## config.mk

```make
export PLATFORM = sky130hd
export DESIGN_NAME = tlca_ctrl
export DESIGN_NICKNAME = d
export VERILOG_FILES = /design/src/rtl/tlca_pkg.sv /design/src/rtl/tlca_ctrl.sv
export SDC_FILE = /design/constraint.sdc
export NUM_CORES = 1
export LEC_CHECK = 0
export ABC_AREA = 1
export BUFFER_PORTS_ARGS = -buffer_cell sky130_fd_sc_hd__buf_2
export CAP_MARGIN = 40
export CORE_MARGIN = 4
export CORE_UTILIZATION = 50
export DETAILED_ROUTE_END_ITERATION = 10
export PLACE_DENSITY = 0.7
export REMOVE_ABC_BUFFERS = 1
export SYNTH_ARGS = -nofsm -noshare
export SYNTH_HDL_FRONTEND = slang
export SYNTH_SLANG_ARGS = --single-unit
```

## constraint.sdc

```tcl
create_clock -name aclk -period 6.5 [get_ports aclk]
set_input_delay 1.3 -clock aclk [delete_from_list [all_inputs] [get_ports aclk]]
set_output_delay 1.3 -clock aclk [all_outputs]
set_load 0.005 [all_outputs]
```

## src/rtl/tlca_pkg.sv

```systemverilog
// shared constants, types and helpers for the lowest common ancestor block
package tlca_pkg;

    localparam int NODES      = 1024;
    localparam int LEVELS     = 10;
    localparam int NODE_W     = 10;
    localparam int DEPTH_W    = 10;
    localparam int DEPTH_MAX  = (2 ** DEPTH_W) - 1;
    localparam int DEPTH_AW   = $clog2(NODES);
    localparam int JUMP_DEPTH = NODES * LEVELS;
    localparam int JUMP_AW    = $clog2(JUMP_DEPTH);
    localparam int LVL_AW     = $clog2(LEVELS);
    localparam int K_W        = $clog2(LEVELS + 1);

    localparam logic OP_ADD   = 1'b0;
    localparam logic OP_QUERY = 1'b1;

    typedef logic [NODE_W-1:0]   node_t;
    typedef logic [DEPTH_W-1:0]  depth_t;
    typedef logic [LVL_AW-1:0]   lvl_t;
    typedef logic [LEVELS-1:0]   diff_t;
    typedef logic [K_W-1:0]      kcnt_t;
    typedef logic [DEPTH_AW-1:0] daddr_t;
    typedef logic [JUMP_AW-1:0]  jaddr_t;

    typedef struct packed {
        logic   we;
        daddr_t waddr;
        depth_t wdata;
        daddr_t raddr;
    } depth_req_t;

    typedef struct packed {
        logic   we;
        jaddr_t waddr;
        node_t  wdata;
        jaddr_t raddr;
    } jump_req_t;

    typedef enum logic [3:0] {
        ST_CLEAR,
        ST_IDLE,
        ST_ADD_DEP,
        ST_ADD_LVL,
        ST_Q_DA,
        ST_Q_DB,
        ST_LIFT,
        ST_LIFT_W,
        ST_CMP_B,
        ST_CMP_E,
        ST_FIN,
        ST_DONE
    } state_t;

    function automatic node_t clip_node(input node_t n);
        clip_node = (32'(n) < NODES) ? n : '0;
    endfunction

    function automatic daddr_t depth_addr(input node_t n);
        depth_addr = daddr_t'(n);
    endfunction

    function automatic jaddr_t jump_addr(input node_t n, input lvl_t k);
        jump_addr = jaddr_t'(32'(n) * LEVELS + 32'(k));
    endfunction

endpackage

```

## src/rtl/tlca_ctrl.sv

```systemverilog
// sequencer for table clearing, node insertion and ancestor queries
module tlca_ctrl (
    input  logic                  aclk,
    input  logic                  aresetn,
    input  logic                  s_valid,
    output logic                  s_ready,
    input  logic                  s_op,
    input  tlca_pkg::node_t       s_node,
    input  tlca_pkg::node_t       s_other_node,
    output logic                  m_valid,
    input  logic                  m_ready,
    output tlca_pkg::node_t       m_ancestor,
    output logic                  m_was_query,
    output tlca_pkg::depth_req_t  depth_req,
    input  tlca_pkg::depth_t      depth_rdata,
    output tlca_pkg::jump_req_t   jump_req,
    input  tlca_pkg::node_t       jump_rdata
);
    import tlca_pkg::*;

    state_t state_reg, state_next;
    jaddr_t clr_cnt_reg, clr_cnt_next;
    logic   op_reg, op_next;
    node_t  a_reg, a_next;
    node_t  b_reg, b_next;
    depth_t da_reg, da_next;
    diff_t  diff_reg, diff_next;
    kcnt_t  k_reg, k_next;
    node_t  ua_reg, ua_next;
    node_t  result_reg, result_next;
    logic   byp_hit_reg;
    node_t  byp_data_reg;
    logic   m_valid_reg, m_valid_next;
    node_t  m_ancestor_reg, m_ancestor_next;
    logic   m_was_query_reg, m_was_query_next;

    node_t  jrd;
    node_t  in_a;
    node_t  in_b;
    logic   accept;
    logic   out_free;
    logic   clr_last;
    logic   k_top;
    logic   k_zero;
    lvl_t   lvl;
    logic   swap;
    depth_t ddiff;
    depth_t dep_inc;
    logic   cmp_ne;
    node_t  a_sel;
    node_t  b_sel;

    // operand decode, handshake flags and compare helpers
    always_comb begin
        jrd      = byp_hit_reg ? byp_data_reg : jump_rdata;
        in_a     = clip_node(s_node);
        in_b     = clip_node(s_other_node);
        accept   = s_valid && s_ready;
        out_free = !m_valid_reg || m_ready;
        clr_last = (32'(clr_cnt_reg) == JUMP_DEPTH - 1);
        k_top    = (k_reg == kcnt_t'(LEVELS));
        k_zero   = (k_reg == '0);
        lvl      = lvl_t'(k_reg);
        swap     = da_reg < depth_rdata;
        ddiff    = swap ? (depth_rdata - da_reg) : (da_reg - depth_rdata);
        dep_inc  = (depth_rdata == depth_t'(DEPTH_MAX)) ? depth_rdata
                                                        : depth_rdata + depth_t'(1);
        cmp_ne   = ua_reg != jrd;
        a_sel    = cmp_ne ? ua_reg : a_reg;
        b_sel    = cmp_ne ? jrd : b_reg;
    end

    // next state
    always_comb begin
        state_next = state_reg;
        case (state_reg)
            ST_CLEAR: begin
                if (clr_last) begin
                    state_next = ST_IDLE;
                end
            end
            ST_IDLE: begin
                if (accept) begin
                    if (s_op == OP_QUERY) begin
                        state_next = ST_Q_DA;
                    end else if (in_a != '0) begin
                        state_next = ST_ADD_DEP;
                    end else begin
                        state_next = ST_DONE;
                    end
                end
            end
            ST_ADD_DEP: state_next = ST_ADD_LVL;
            ST_ADD_LVL: begin
                if (k_reg == kcnt_t'(LEVELS - 1)) begin
                    state_next = ST_DONE;
                end
            end
            ST_Q_DA: state_next = ST_Q_DB;
            ST_Q_DB: state_next = ST_LIFT;
            ST_LIFT: begin
                if (k_top) begin
                    state_next = (a_reg == b_reg) ? ST_DONE : ST_CMP_B;
                end else if (diff_reg[0]) begin
                    state_next = ST_LIFT_W;
                end
            end
            ST_LIFT_W: state_next = ST_LIFT;
            ST_CMP_B: state_next = ST_CMP_E;
            ST_CMP_E: state_next = k_zero ? ST_FIN : ST_CMP_B;
            ST_FIN: state_next = ST_DONE;
            ST_DONE: begin
                if (out_free) begin
                    state_next = ST_IDLE;
                end
            end
            default: state_next = ST_CLEAR;
        endcase
    end

    // memory requests and handshake
    always_comb begin
        s_ready         = 1'b0;
        depth_req.we    = 1'b0;
        depth_req.waddr = depth_addr(a_reg);
        depth_req.wdata = dep_inc;
        depth_req.raddr = depth_addr(b_reg);
        jump_req.we     = 1'b0;
        jump_req.waddr  = jump_addr(a_reg, lvl);
        jump_req.wdata  = jrd;
        jump_req.raddr  = jump_addr(a_reg, lvl);
        case (state_reg)
            ST_CLEAR: begin
                depth_req.we    = 32'(clr_cnt_reg) < NODES;
                depth_req.waddr = clr_cnt_reg[DEPTH_AW-1:0];
                depth_req.wdata = '0;
                jump_req.we     = 1'b1;
                jump_req.waddr  = clr_cnt_reg;
                jump_req.wdata  = '0;
            end
            ST_IDLE: begin
                s_ready         = 1'b1;
                depth_req.raddr = depth_addr((s_op == OP_ADD) ? in_b : in_a);
            end
            ST_ADD_DEP: begin
                depth_req.we   = 1'b1;
                jump_req.we    = 1'b1;
                jump_req.waddr = jump_addr(a_reg, '0);
                jump_req.wdata = b_reg;
                jump_req.raddr = jump_addr(b_reg, '0);
            end
            ST_ADD_LVL: begin
                jump_req.we    = 1'b1;
                jump_req.raddr = jump_addr(jrd, lvl);
            end
            ST_LIFT: begin
                if (k_top) begin
                    jump_req.raddr = jump_addr(a_reg, lvl_t'(LEVELS - 1));
                end
            end
            ST_CMP_B: jump_req.raddr = jump_addr(b_reg, lvl);
            ST_CMP_E: begin
                jump_req.raddr = jump_addr(a_sel, k_zero ? '0 : lvl - lvl_t'(1));
            end
            default: ;
        endcase
    end

    // datapath
    always_comb begin
        clr_cnt_next     = clr_cnt_reg;
        op_next          = op_reg;
        a_next           = a_reg;
        b_next           = b_reg;
        da_next          = da_reg;
        diff_next        = diff_reg;
        k_next           = k_reg;
        ua_next          = ua_reg;
        result_next      = result_reg;
        m_valid_next     = m_valid_reg && !m_ready;
        m_ancestor_next  = m_ancestor_reg;
        m_was_query_next = m_was_query_reg;
        case (state_reg)
            ST_CLEAR: clr_cnt_next = clr_cnt_reg + jaddr_t'(1);
            ST_IDLE: begin
                if (accept) begin
                    op_next     = s_op;
                    a_next      = in_a;
                    b_next      = in_b;
                    result_next = '0;
                    k_next      = kcnt_t'(1);
                end
            end
            ST_ADD_LVL: k_next = k_reg + kcnt_t'(1);
            ST_Q_DA: da_next = depth_rdata;
            ST_Q_DB: begin
                if (swap) begin
                    a_next = b_reg;
                    b_next = a_reg;
                end
                diff_next = diff_t'({{LEVELS{1'b0}}, ddiff});
                k_next    = '0;
            end
            ST_LIFT: begin
                if (k_top) begin
                    result_next = a_reg;
                    k_next      = kcnt_t'(LEVELS - 1);
                end else if (!diff_reg[0]) begin
                    diff_next = diff_reg >> 1;
                    k_next    = k_reg + kcnt_t'(1);
                end
            end
            ST_LIFT_W: begin
                a_next    = jrd;
                diff_next = diff_reg >> 1;
                k_next    = k_reg + kcnt_t'(1);
            end
            ST_CMP_B: ua_next = jrd;
            ST_CMP_E: begin
                a_next = a_sel;
                b_next = b_sel;
                if (!k_zero) begin
                    k_next = k_reg - kcnt_t'(1);
                end
            end
            ST_FIN: result_next = jrd;
            ST_DONE: begin
                if (out_free) begin
                    m_valid_next     = 1'b1;
                    m_ancestor_next  = result_reg;
                    m_was_query_next = op_reg;
                end
            end
            default: ;
        endcase
    end

    always_ff @(posedge aclk) begin
        if (!aresetn) begin
            state_reg   <= ST_CLEAR;
            clr_cnt_reg <= '0;
            m_valid_reg <= 1'b0;
            byp_hit_reg <= 1'b0;
        end else begin
            state_reg   <= state_next;
            clr_cnt_reg <= clr_cnt_next;
            m_valid_reg <= m_valid_next;
            byp_hit_reg <= jump_req.we && (jump_req.waddr == jump_req.raddr);
        end
        byp_data_reg     <= jump_req.wdata;
        op_reg           <= op_next;
        a_reg            <= a_next;
        b_reg            <= b_next;
        da_reg           <= da_next;
        diff_reg         <= diff_next;
        k_reg            <= k_next;
        ua_reg           <= ua_next;
        result_reg       <= result_next;
        m_ancestor_reg   <= m_ancestor_next;
        m_was_query_reg  <= m_was_query_next;
    end

    assign m_valid     = m_valid_reg;
    assign m_ancestor  = m_ancestor_reg;
    assign m_was_query = m_was_query_reg;

    a_one_in_flight: assert property (@(posedge aclk) disable iff (!aresetn)
        (s_valid && s_ready) |=> !s_ready)
        else $error("second transaction taken while one is in flight");

    a_clear_sweep: assert property (@(posedge aclk) disable iff (!aresetn)
        (state_reg == ST_CLEAR && !clr_last) |=>
            (state_reg == ST_CLEAR && clr_cnt_reg == $past(clr_cnt_reg) + jaddr_t'(1)))
        else $error("clearing pass skipped an entry");

    a_depth_nonzero: assert property (@(posedge aclk) disable iff (!aresetn)
        (depth_req.we && state_reg != ST_CLEAR) |-> depth_req.wdata != '0)
        else $error("inserted node written with depth zero");

    a_result_kind: assert property (@(posedge aclk) disable iff (!aresetn)
        (state_reg == ST_DONE && out_free) |=>
            (m_valid_reg && m_was_query_reg == $past(op_reg)))
        else $error("result kind does not match the transaction");

endmodule

```

* After elaboration in Yosys (flattened, before gate mapping)
Index checks and enable logic that the tools add are counted.
** Word-level totals
- Flip-flop bits (word level) :: 106
- Latch bits :: 0
- RAM bits :: 0
- Bits in read-only memories :: 0
- Input port bits :: 45
- Output and inout bits :: 83
- Memories :: 0
** Operators by class
- $add $sub $neg :: 11
- Multiply operators :: 4
- Div/mod/pow operators :: 0
- Order comparisons :: 2
- Eq/ne operators :: 30
- Shifts and indexed selects :: 0
- Multiplexer cells :: 45
- Bitwise logic cells :: 0
- Reduce and logical (&&, ||, !) cells :: 26
** Operators by type and width (number)
- $mux 10 :: 15
- $pmux 10 s3 :: 3
- $pmux 14 s5 :: 1
- $add 14x4->14 :: 4
- $mul 10x3->13 const B :: 4
- $mux 4 :: 13
- $pmux 24 s2 :: 1
- $pmux 4 s11 :: 1
- $pmux 10 s4 :: 1
- $eq 4x4->1 const B :: 6
- $mux 20 :: 1
- $ne 2x2->1 const B :: 10
- $pmux 4 s5 :: 1
- $sub 10x10->10 :: 2
- $eq 4x3->1 const B :: 4
- $add 14x1->14 const B :: 1
- $add 14x4->14 const B :: 1
- $eq 14x14->1 :: 1
- $eq 14x14->1 const B :: 1
- $lt 14x11->1 const B :: 1
- $mux 14 :: 1
- $add 10x1->10 const B :: 1
- $eq 10x10->1 :: 1
- $eq 10x10->1 const B :: 1
- 24 further kinds :: 42

* Logic depth before layout (Yosys ltp)
Gate-level depths: netlist of the first run.
- Depth after elaboration :: 8
- Depth in mapped cells :: 35
- Mapped depth without buffers :: 34

* Worst setup path after synthesis of the first run
OpenSTA, ideal clock, no wires.
- Path type :: input port to output port
- Start point :: input jump_rdata[7]
- End point :: output jump_req[12] (netlist bit)
- Data arrival time :: 4.692 ns
- Data required time :: 5.200 ns
- Slack :: 0.508 ns
- Stages :: 30
- Buffers on the path :: 0
- Path through :: nand2_1 nand2_1 inv_1 nand2_1 nand2_1 inv_1 nand2_1 nor2_1 nand2_1 inv_1 or2_2 o21ai_0 inv_1 ha_1 ha_1 fa_1 nand2_1 nor2_1 nand2_1 a21oi_1 nand2_1 nor2_1 nand3_1 nor2_1 inv_1 nand2_1 nand3_1 nand3_1 nand2_1 inv_1
** RTL lines
- start: declaration :: line tlca_ctrl.sv:17 : input tlca_pkg::node_t jump_rdata
- end: declaration :: line tlca_ctrl.sv:16 : output tlca_pkg::jump_req_t jump_req,

==> impl_metrics.tcl, run 1 <==
set metrics [dict create \
    required_ns 5.20 \
    grt_pass1_vias 10900 \
    cts.clk_slew.worst_paths_ns 0.08 \
    place.gp.congestion 0.974 \
    leakagePower_nw 6.19 \
    slew_viol_final 0 \
    cts.path.max_buffers 2 \
    clkSinkCount 106 \
    dp_hpwl_um 29200 \
    die-area_um2 24000 \
    crit_path_end_kind "output pin" \
    syn_area_um2 10800 \
    synth_edf_count 76 \
    post_cts_buffers 0 \
    layout-drive-gt1-share 0.116 \
    min_path_type "register to register" \
    worst_slew_pin_slew_ns 0.929 \
    drt_iter0_drc 1069 \
    synth-main-ff-cell "edfxtp_1" \
    yosysSeqAreaShare 0.267 \
    cp_data_arrival_time_ns 4.90 \
    io_pins 128 \
    grt_max_degree 30 \
    critPathMaxStageDelay_ns 0.61 \
    detail_route.wl_per_cell_um 17.5 \
    core-area_um2 21100 \
    layout_commonest_cell "nand2_1" \
    yosysWarnings 0 \
    crit_path_start_kind "input pin" \
    syn_avg_cell_area_um2 6.56 \
    skew_ns 0.0105 \
    io_buffers 127 \
    routed.top_layer "met4" \
    die_h_um 155 \
    cpMaxStageDelayCell "fa_2" \
    rows 53 \
    worstSetupPathType "input pin to output pin" \
    ys_async_sr_fraction 0 \
    final_nets 1926 \
    largest_reg_flops 14 \
    ys_types 49 \
    drc_errors 0 \
    grt_use_total 0.294 \
    start_util 0.511 \
    tns_ns 0 \
    fmax_ghz 0.161 \
    powerDensity_nw_per_um2 200 \
    fp.dieW_um 155 \
    cts_htree_levels 3 \
    crit_family "simple AND/OR/NAND/NOR gates" \
    viasPerCell 5.68 \
    antenna_found_initial 0 \
    placed_cells 2037 \
    outcome "complete, no violations" \
    fin_crit_sh 0.954 \
    setup-violations-final 0 \
    drv_cap 0 \
    numCtsBuffers 9 \
    met3_length_um 3520 \
    critPathBufInv 6 \
    final_cell_mix "nand2_1 (475), inv_1 (252), nand3_1 (153)" \
    grt_overflow 0 \
    cts_root_buf "clkbuf_16" \
    final_cells 2053 \
    worstPathMaxFanout 18 \
    min_period_ns 6.20 \
    place_worst_setup_slack_ns 0.118 \
    holdWs_ns 0.424 \
    cpMostUsedCell "nand2_1" \
    syn_to_final_growth_pct 13.0 \
    clock_latency_ns 0.37 \
    synth_cells 1642 \
    peakVddDrop_uv 139 \
    finalHoldViolations 0 \
    num_vias 11700 \
    ant_nets 0 \
    wl_met2_um 15900 \
    setup_ws_ns 0.299 \
    maxSlewHeadroom 0.381 \
    grt_pass1_wl_um 56400 \
    met1Wirelength_um 15400 \
    firstDrtPassIters 5 \
    tritoncts "done" \
    ys_ff_latch 106 \
    n_antenna_cell 0 \
    wirelength_um 36000 \
]
worst paths after layout:
path | start | to | slack, ns | cells past startpoint
worst min-delay path | result_reg[4] | m_ancestor[4] | 0.42 | 0
worst max register to register | byp_hit_reg | byp_hit_reg | 1.90 | 29
worst min register to register | result_reg[4] | m_ancestor[4] | 0.42 | 0
worst max-delay path | jump_rdata[3] | jump_req[12] | 0.30 | 28
cell usage after synthesis, types with 5 or more instances:
library cell | count | area share
nand2_1 | 479 | 0.17
inv_1 | 254 | 0.088
nand3_1 | 155 | 0.072
nor2_1 | 148 | 0.052
ha_1 | 99 | 0.11
o21ai_0 | 89 | 0.041
edfxtp_1 | 76 | 0.21
a21oi_1 | 66 | 0.031
dfxtp_1 | 30 | 0.056
nand4_1 | 26 | 0.015
o22ai_1 | 21 | 0.012
clkbuf_1 | 20 | 0.0070
xor2_1 | 20 | 0.016
nor3_1 | 19 | 0.0088
o221ai_1 | 16 | 0.013
o211ai_1 | 10 | 0.0070
fa_1 | 9 | 0.017
nand3b_1 | 9 | 0.0063
o2111ai_1 | 9 | 0.0073
xnor2_1 | 8 | 0.0065
buf_2 | 7 | 0.0032
a31oi_1 | 6 | 0.0035
nand2_2 | 6 | 0.0035
nor4_1 | 6 | 0.0035
a21o_1 | 5 | 0.0035
or2_2 | 5 | 0.0029
stage by stage:
step | total power [mW] | util | instance area, µm²
final | 2.43 | 0.577 | 12200
after global routing | 2.58 | 0.577 | 12200
after CTS | 2.42 | 0.575 | 12100
after detailed placement | 1.83 | 0.560 | 11800
after global placement | 1.82 | 0.557 | 11800
after floorplan | 1.48 | - | 10600
what timing repair did:
item                       4_1_cts  5_1_grt
hold buffers                     0        0
resized for setup                0       22
setup endpoints to repair        0        6
report_power, final:
part	leakage [nW]	switching, mW	internal, mW
clock network	0.153	0.308	0.280
registers	0.927	0.0467	0.769
logic	5.11	0.674	0.352
total	6.19	1.03	1.40
per-layer routing:
metal  global-route usage  vias up
met1                0.395     5286
met5                    0        -
met2                0.478      576
met4                0.105        0
li1                     -     5711
met3               0.0481       86
area by class of cell:
type | count | area (µm²)
clock buffers | 9 | 225
clock inverters | 7 | 88.8
fillers | 2158 | 8910
inverters | 259 | 972
multi-input cells | 1245 | 6820
flip-flops and latches | 106 | 2880
well taps | 275 | 344
repair buffers | 152 | 847
logic make-up (layout without fill, tap and decap cells):
| logic type | Yosys count | in the layout | synth area share |
|---|---|---|---|
| AOI/OAI and AO/OA | 246 | 246 | 0.136 |
| xor gates and xnor gates | 28 | 28 | 0.0228 |
| and+or+nand+nor | 863 | 863 | 0.338 |
| adders and majority gates | 108 | 108 | 0.132 |
| buffers and inverters | 291 | 427 | 0.105 |
| DFF | 106 | 106 | 0.267 |
Note: power is estimated with default switching activity, not from simulation.
==> run 2: changes to the inputs <==
CORE_MARGIN = 10   (was 4)
GPL_TIMING_DRIVEN = 0   (was default)
==> impl_metrics.tcl, run 2 (synthesized netlist as in run 1, its figures left out) <==
set metrics [dict create \
    outcome "complete, no violations" \
    r2r_cells 33 \
    power_frac_comb 0.422 \
    n_antenna_cell 0 \
    final_cell_mix "nand2_1 (466), inv_1 (251), nand3_1 (151)" \
    r2r_start "byp_hit_reg" \
    worstSetupPathType "input pin to output pin" \
    fin_crit_sh 0.971 \
    core-area_um2 21100 \
    fp.dieW_um 167 \
    skew_ns 0.0124 \
    power_mw 2.44 \
    fillers 2103 \
    p_sw_mw 1.04 \
    crit_path_end_kind "output pin" \
    crit_path_start_kind "input pin" \
    largest_reg_flops 14 \
    leakagePower_nw 6.26 \
    ant_nets 0 \
    clock_power_share 0.244 \
    rrSetupSlack_ns 1.64 \
    clock_latency_ns 0.37 \
    syn_to_final_growth_pct 14.8 \
    clkSinkCount 106 \
    die-area_um2 27800 \
    drv_cap 0 \
    intPower_mw 1.40 \
    finalHoldViolations 0 \
    worst_slew_pin_slew_ns 0.963 \
    critPathMaxStageDelay_ns 0.61 \
    grt_use_total 0.256 \
    fmax_ghz 0.158 \
    io_buffers 127 \
    peakVddDrop_uv 160 \
    grt_pass1_wl_um 58300 \
    grt_overflow 0 \
    cts_htree_levels 3 \
    hold_buffers 0 \
    holdWs_ns 0.424 \
    power_frac_seq 0.334 \
    maxSlewHeadroom 0.355 \
    worstPathMaxFanout 6 \
    cts.path.max_buffers 2 \
    grt_pass1_vias 10800 \
    cts.clk_slew.worst_paths_ns 0.09 \
    fin_area_um2 12400 \
    final_nets 1933 \
    layout_commonest_cell "nand2_1" \
    place_area_um2 11700 \
    switching_share 0.426 \
    tritoncts "done" \
    wirelength_um 37300 \
    cts_root_buf "clkbuf_16" \
    die_h_um 167 \
    powerDensity_nw_per_um2 197 \
    cpMostUsedCell "nand2_1" \
    cpMaxStageDelayCell "fa_2" \
    antenna_found_initial 1 \
    setup-violations-final 0 \
    numCtsBuffers 9 \
    firstDrtPassIters 6 \
    num_vias 11800 \
    rows 53 \
    drt_iter0_drc 1289 \
    min_period_ns 6.31 \
    detail_route.wl_per_cell_um 18.1 \
    layout-drive-gt1-share 0.131 \
    drc_errors 0 \
    viasPerCell 5.70 \
    slew_viol_final 0 \
    utilization 0.587 \
    dp_hpwl_um 30100 \
    crit_start "jump_rdata[7]" \
    start_util 0.511 \
    crit_path_end "jump_req[12]" \
    min_path_type "register to register" \
    grt_max_degree 30 \
    cp_data_arrival_time_ns 5.01 \
    required_ns 5.20 \
    place.gp.congestion 0.968 \
    io_pins 128 \
    timing.rr.end "byp_hit_reg" \
]
run 2: cell types whose count changed in the layout (fill, tap and decap cells not counted), sizes merged:
cell | before | now
buf | 152 | 158
nand2 | 485 | 486
run 2: worst min-delay path by stage:
stage | start | endpoint | slack [ns] | cells after the start
3_5_place_dp | result_reg[1] | m_ancestor[1] | 0.40 | 0
4_1_cts | result_reg[1] | m_ancestor[1] | 0.43 | 0
5_1_grt | result_reg[1] | m_ancestor[1] | 0.44 | 0
6_report | result_reg[4] | m_ancestor[4] | 0.42 | 0
3_3_place_gp | result_reg[3] | m_ancestor[3] | 0.40 | 0
2_1_floorplan | result_reg[0] | m_ancestor[0] | 0.40 | 0
run 2: layer usage:
| metal | global-route usage | up-vias | wire length (µm) |
|---|---|---|---|
| met4 | 0.0802 | 0 | 1030 |
| met1 | 0.347 | 5331 | 16600 |
| met5 | 0 | - | 0 |
| met3 | 0.0442 | 77 | 3230 |
| met2 | 0.404 | 612 | 16500 |
| li1 | - | 5730 | - |
run 2: repair_timing:
item / CTS / global route
pin swaps: 1 / 17
gates cloned: 1 / 0
setup endpoints to repair: 9 / 5
setup buffers: 6 / 14
resized for setup: 25 / 29
run 2: worst max-delay path: cells and delay by family:
family,cells,cell delay (ns)
and+or+nand+nor,19,1.84
adders and majority gates,3,1.09
buffers and inverters,7,0.52
AOI/OAI and AO/OA,2,0.23
run 2: final cells by class:
type | instances | area [µm²] | share of cell area
sequential | 106 | 2880 | 0.233
multi-input combinational | 1246 | 6960 | 0.562
clock inverter | 7 | 86.3 | 0.00698
tap | 275 | 344 | 0.0278
clock buffer | 9 | 225 | 0.0182
timing repair buffer | 158 | 903 | 0.0730
inverter | 259 | 975 | 0.0788
run 2: per-stage QoR:
step	setup TNS [ns]	instances	setup slack [ns]
after floorplan	0	1610	0.317
after global placement	-3.44	2012	-0.732
after detailed placement	-3.62	2023	-0.728
after CTS	0	2046	0.00401
after global routing	-0.108	2060	-0.0775
final	0	2060	0.190
run 2: power groups by stage:
stage	sequential, mW	clock (mW)	combinational [mW]
2_1_floorplan	0.810	0	0.670
3_3_place_gp	0.830	0	0.982
3_5_place_dp	0.829	0	1.00
4_1_cts	0.814	0.599	1.01
5_1_grt	0.820	0.621	1.16
6_report	0.817	0.596	1.03
==> run 3: changes to the inputs <==
ABC_AREA = default   (was 1)
CTS_CLUSTER_SIZE = 30   (was default)
PLACE_DENSITY = 0.73   (was 0.7)
clock period = 5.2 ns   (was 6.5 ns; I/O delays follow)
==> impl_metrics.tcl, run 3 <==
set metrics [dict create \
    skew_ns 0.0119 \
    cts_root_buf "clkbuf_16" \
    min_period_ns 6.27 \
    yosysWarnings 0 \
    synth-main-ff-cell "edfxtp_1" \
    power_frac_seq 0.472 \
    rsz0062_at_grt "true" \
    fmax_ghz 0.159 \
    worstSetupPathType "input pin to output pin" \
    final_cell_mix "nor2_1 (126), buf_2 (126), a21oi_1 (107)" \
    start_util 0.507 \
    intPower_mw 1.38 \
    drc_errors 0 \
    power_frac_comb 0.147 \
    final_nets 1565 \
    switching_share 0.283 \
    ys_types 74 \
    cts_htree_levels 3 \
    die_h_um 166 \
    firstDrtPassIters 6 \
    worstPathMaxFanout 7 \
    detail_route.wl_per_cell_um 21.3 \
    syn_avg_cell_area_um2 8.37 \
    core-area_um2 21000 \
    cts.path.max_buffers 2 \
    num_vias 10700 \
    tritoncts "done" \
    largest_reg_flops 14 \
    maxSlewHeadroom 0.372 \
    finalHoldViolations 0 \
    synth_area_leaders "edfxtp_1 (21%), ha_1 (12%), dfxtp_1 (5.6%)" \
    grt_overflow 0 \
    grt_pass1_wl_um 56500 \
    antenna_found_initial 0 \
    outcome "finished, violations left" \
    rows 53 \
    drv_cap 0 \
    fp.dieW_um 166 \
    synth_cells 1270 \
    holdWs_ns 0.423 \
    grt_pass1_vias 10100 \
    min_path_type "register to register" \
    dp_hpwl_um 26700 \
    layout-drive-gt1-share 0.208 \
    setup-violations-final 10 \
    peakVddDrop_uv 209 \
    ys_top_cells_by_count "nor2_1 (127), a21oi_1 (111), nand2_1 (100)" \
    yosys.area.top_type "edfxtp_1" \
    clkSinkCount 106 \
    fillers 1843 \
    crit_path_end_kind "output pin" \
    synth_most_common_cell "nor2_1" \
    place_worst_setup_slack_ns -2.51 \
    synth_edf_count 76 \
    worst_slew_pin_slew_ns 0.937 \
    yosysSeqAreaShare 0.271 \
    die-area_um2 27500 \
    setup_ws_ns -1.07 \
    drt_iter0_drc 1129 \
    slew_viol_final 0 \
    wirelength_um 36000 \
    power_mw 1.92 \
    tns_ns -5.36 \
    synth_top_area_frac 0.215 \
    fin_area_um2 12800 \
    violations "setup timing" \
    io_pins 128 \
    required_ns 4.16 \
    cp_data_arrival_time_ns 5.23 \
    syn_area_um2 10600 \
    syn_to_final_growth_pct 20.2 \
    ys_async_sr_fraction 0 \
    clock_power_share 0.381 \
    p_sw_mw 0.542 \
    grt_use_total 0.249 \
    crit_path_start_kind "input pin" \
    viasPerCell 6.30 \
    numCtsBuffers 9 \
    grt_max_degree 37 \
    fin_crit_sh 1.21 \
    leakagePower_nw 5.33 \
    ant_nets 0 \
    place.gp.congestion 0.932 \
    clock_latency_ns 0.37 \
    powerDensity_nw_per_um2 150 \
    cts.clk_slew.worst_paths_ns 0.08 \
    n_antenna_cell 0 \
    io_buffers 127 \
    place_area_um2 11700 \
    ys_ff_latch 106 \
]
==> run 3: cell count changes in the layout (fill, tap and decap cells not counted), sizes merged, moves of 18 or more <==
cell	before	now
a21oi	66	111
buf	158	187
inv	262	67
mux2	0	22
mux2i	0	40
nand2	486	100
nand3	155	39
nor2	154	127
nor2b	0	21
o21ai	93	66
o22ai	21	3
xnor2	8	64
==> run 3: stage by stage <==
stage	instances	util
final	1692	0.610
after global placement	1616	0.544
after detailed placement	1633	0.557
after CTS	1669	0.596
after floorplan	1214	-
after global routing	1692	0.610
==> run 3: final timing paths <==
check / from / end / slack, ns / cells past startpoint
worst max-delay path: jump_rdata[2] / jump_req[11] / -1.07 / 19
worst min-delay path: result_reg[9] / m_ancestor[9] / 0.42 / 0
worst min register to register: result_reg[9] / m_ancestor[9] / 0.42 / 0
worst max register to register: byp_hit_reg / byp_hit_reg / -0.04 / 22
==> run 3: kinds of logic after synthesis <==
group	synth area share
flip-flops	0.271
buffers and inverters	0.0437
adder cells (fa/ha/maj)	0.133
AND/OR/NAND/NOR	0.201
multiplexers	0.0613
XOR/XNOR	0.0837
AO/OA/AOI/OAI	0.206
==> run 3: worst max-delay path, stage by stage <==
cell and delay (ns):
buf_2 0.11, mux2i_4 0.27, xnor2_2 0.11, nor4_2 0.23, nand4_1 0.18, buf_4 0.21, mux2_2 0.32, ha_1 0.28
ha_1 0.37, and3_1 0.22, a221oi_2 0.30, xnor2_1 0.19, nand4_1 0.17, or3_4 0.37, buf_4 0.15, xnor2_2 0.15
o221ai_1 0.13, a211o_1 0.30, buf_2 0.15
==> run 3: power groups by stage <==
stage,clock network (mW),registers [mW],logic (mW)
2_1_floorplan,0,0.924,0.177
3_3_place_gp,0,0.924,0.256
3_5_place_dp,0,0.924,0.263
4_1_cts,0.739,0.905,0.276
5_1_grt,0.767,0.906,0.310
6_report,0.732,0.905,0.283
==> run 3: final cells by class <==
type,instances,area [µm²],share of cell area
timing repair buffer,187,1230,0.0962
clock buffer,9,225,0.0176
sequential,106,2890,0.226
inverter,65,248,0.0194
clock inverter,7,91.3,0.00715
tap,275,344,0.0269
multi-input combinational,1043,7760,0.607
==> run 3: what timing repair did <==
| item | 4_1_cts | 5_1_grt |
|---|---|---|
| pin swaps | 24 | 19 |
| setup endpoints to repair | 16 | 17 |
| hold buffers | 0 | 0 |
| buffers inserted | 20 | 23 |
| endpoints found under the hold margin | 0 | 0 |
| resized for setup | 62 | 22 |
==> run 3: routing by layer <==
layer / wire [µm] / GRT usage / vias to the layer above
met1: 14200 / 0.307 / 5099
met4: 1510 / 0.106 / 0
li1: - / - / 4947
met2: 17800 / 0.421 / 515
met3: 2550 / 0.0376 / 104
met5: 0 / 0 / -
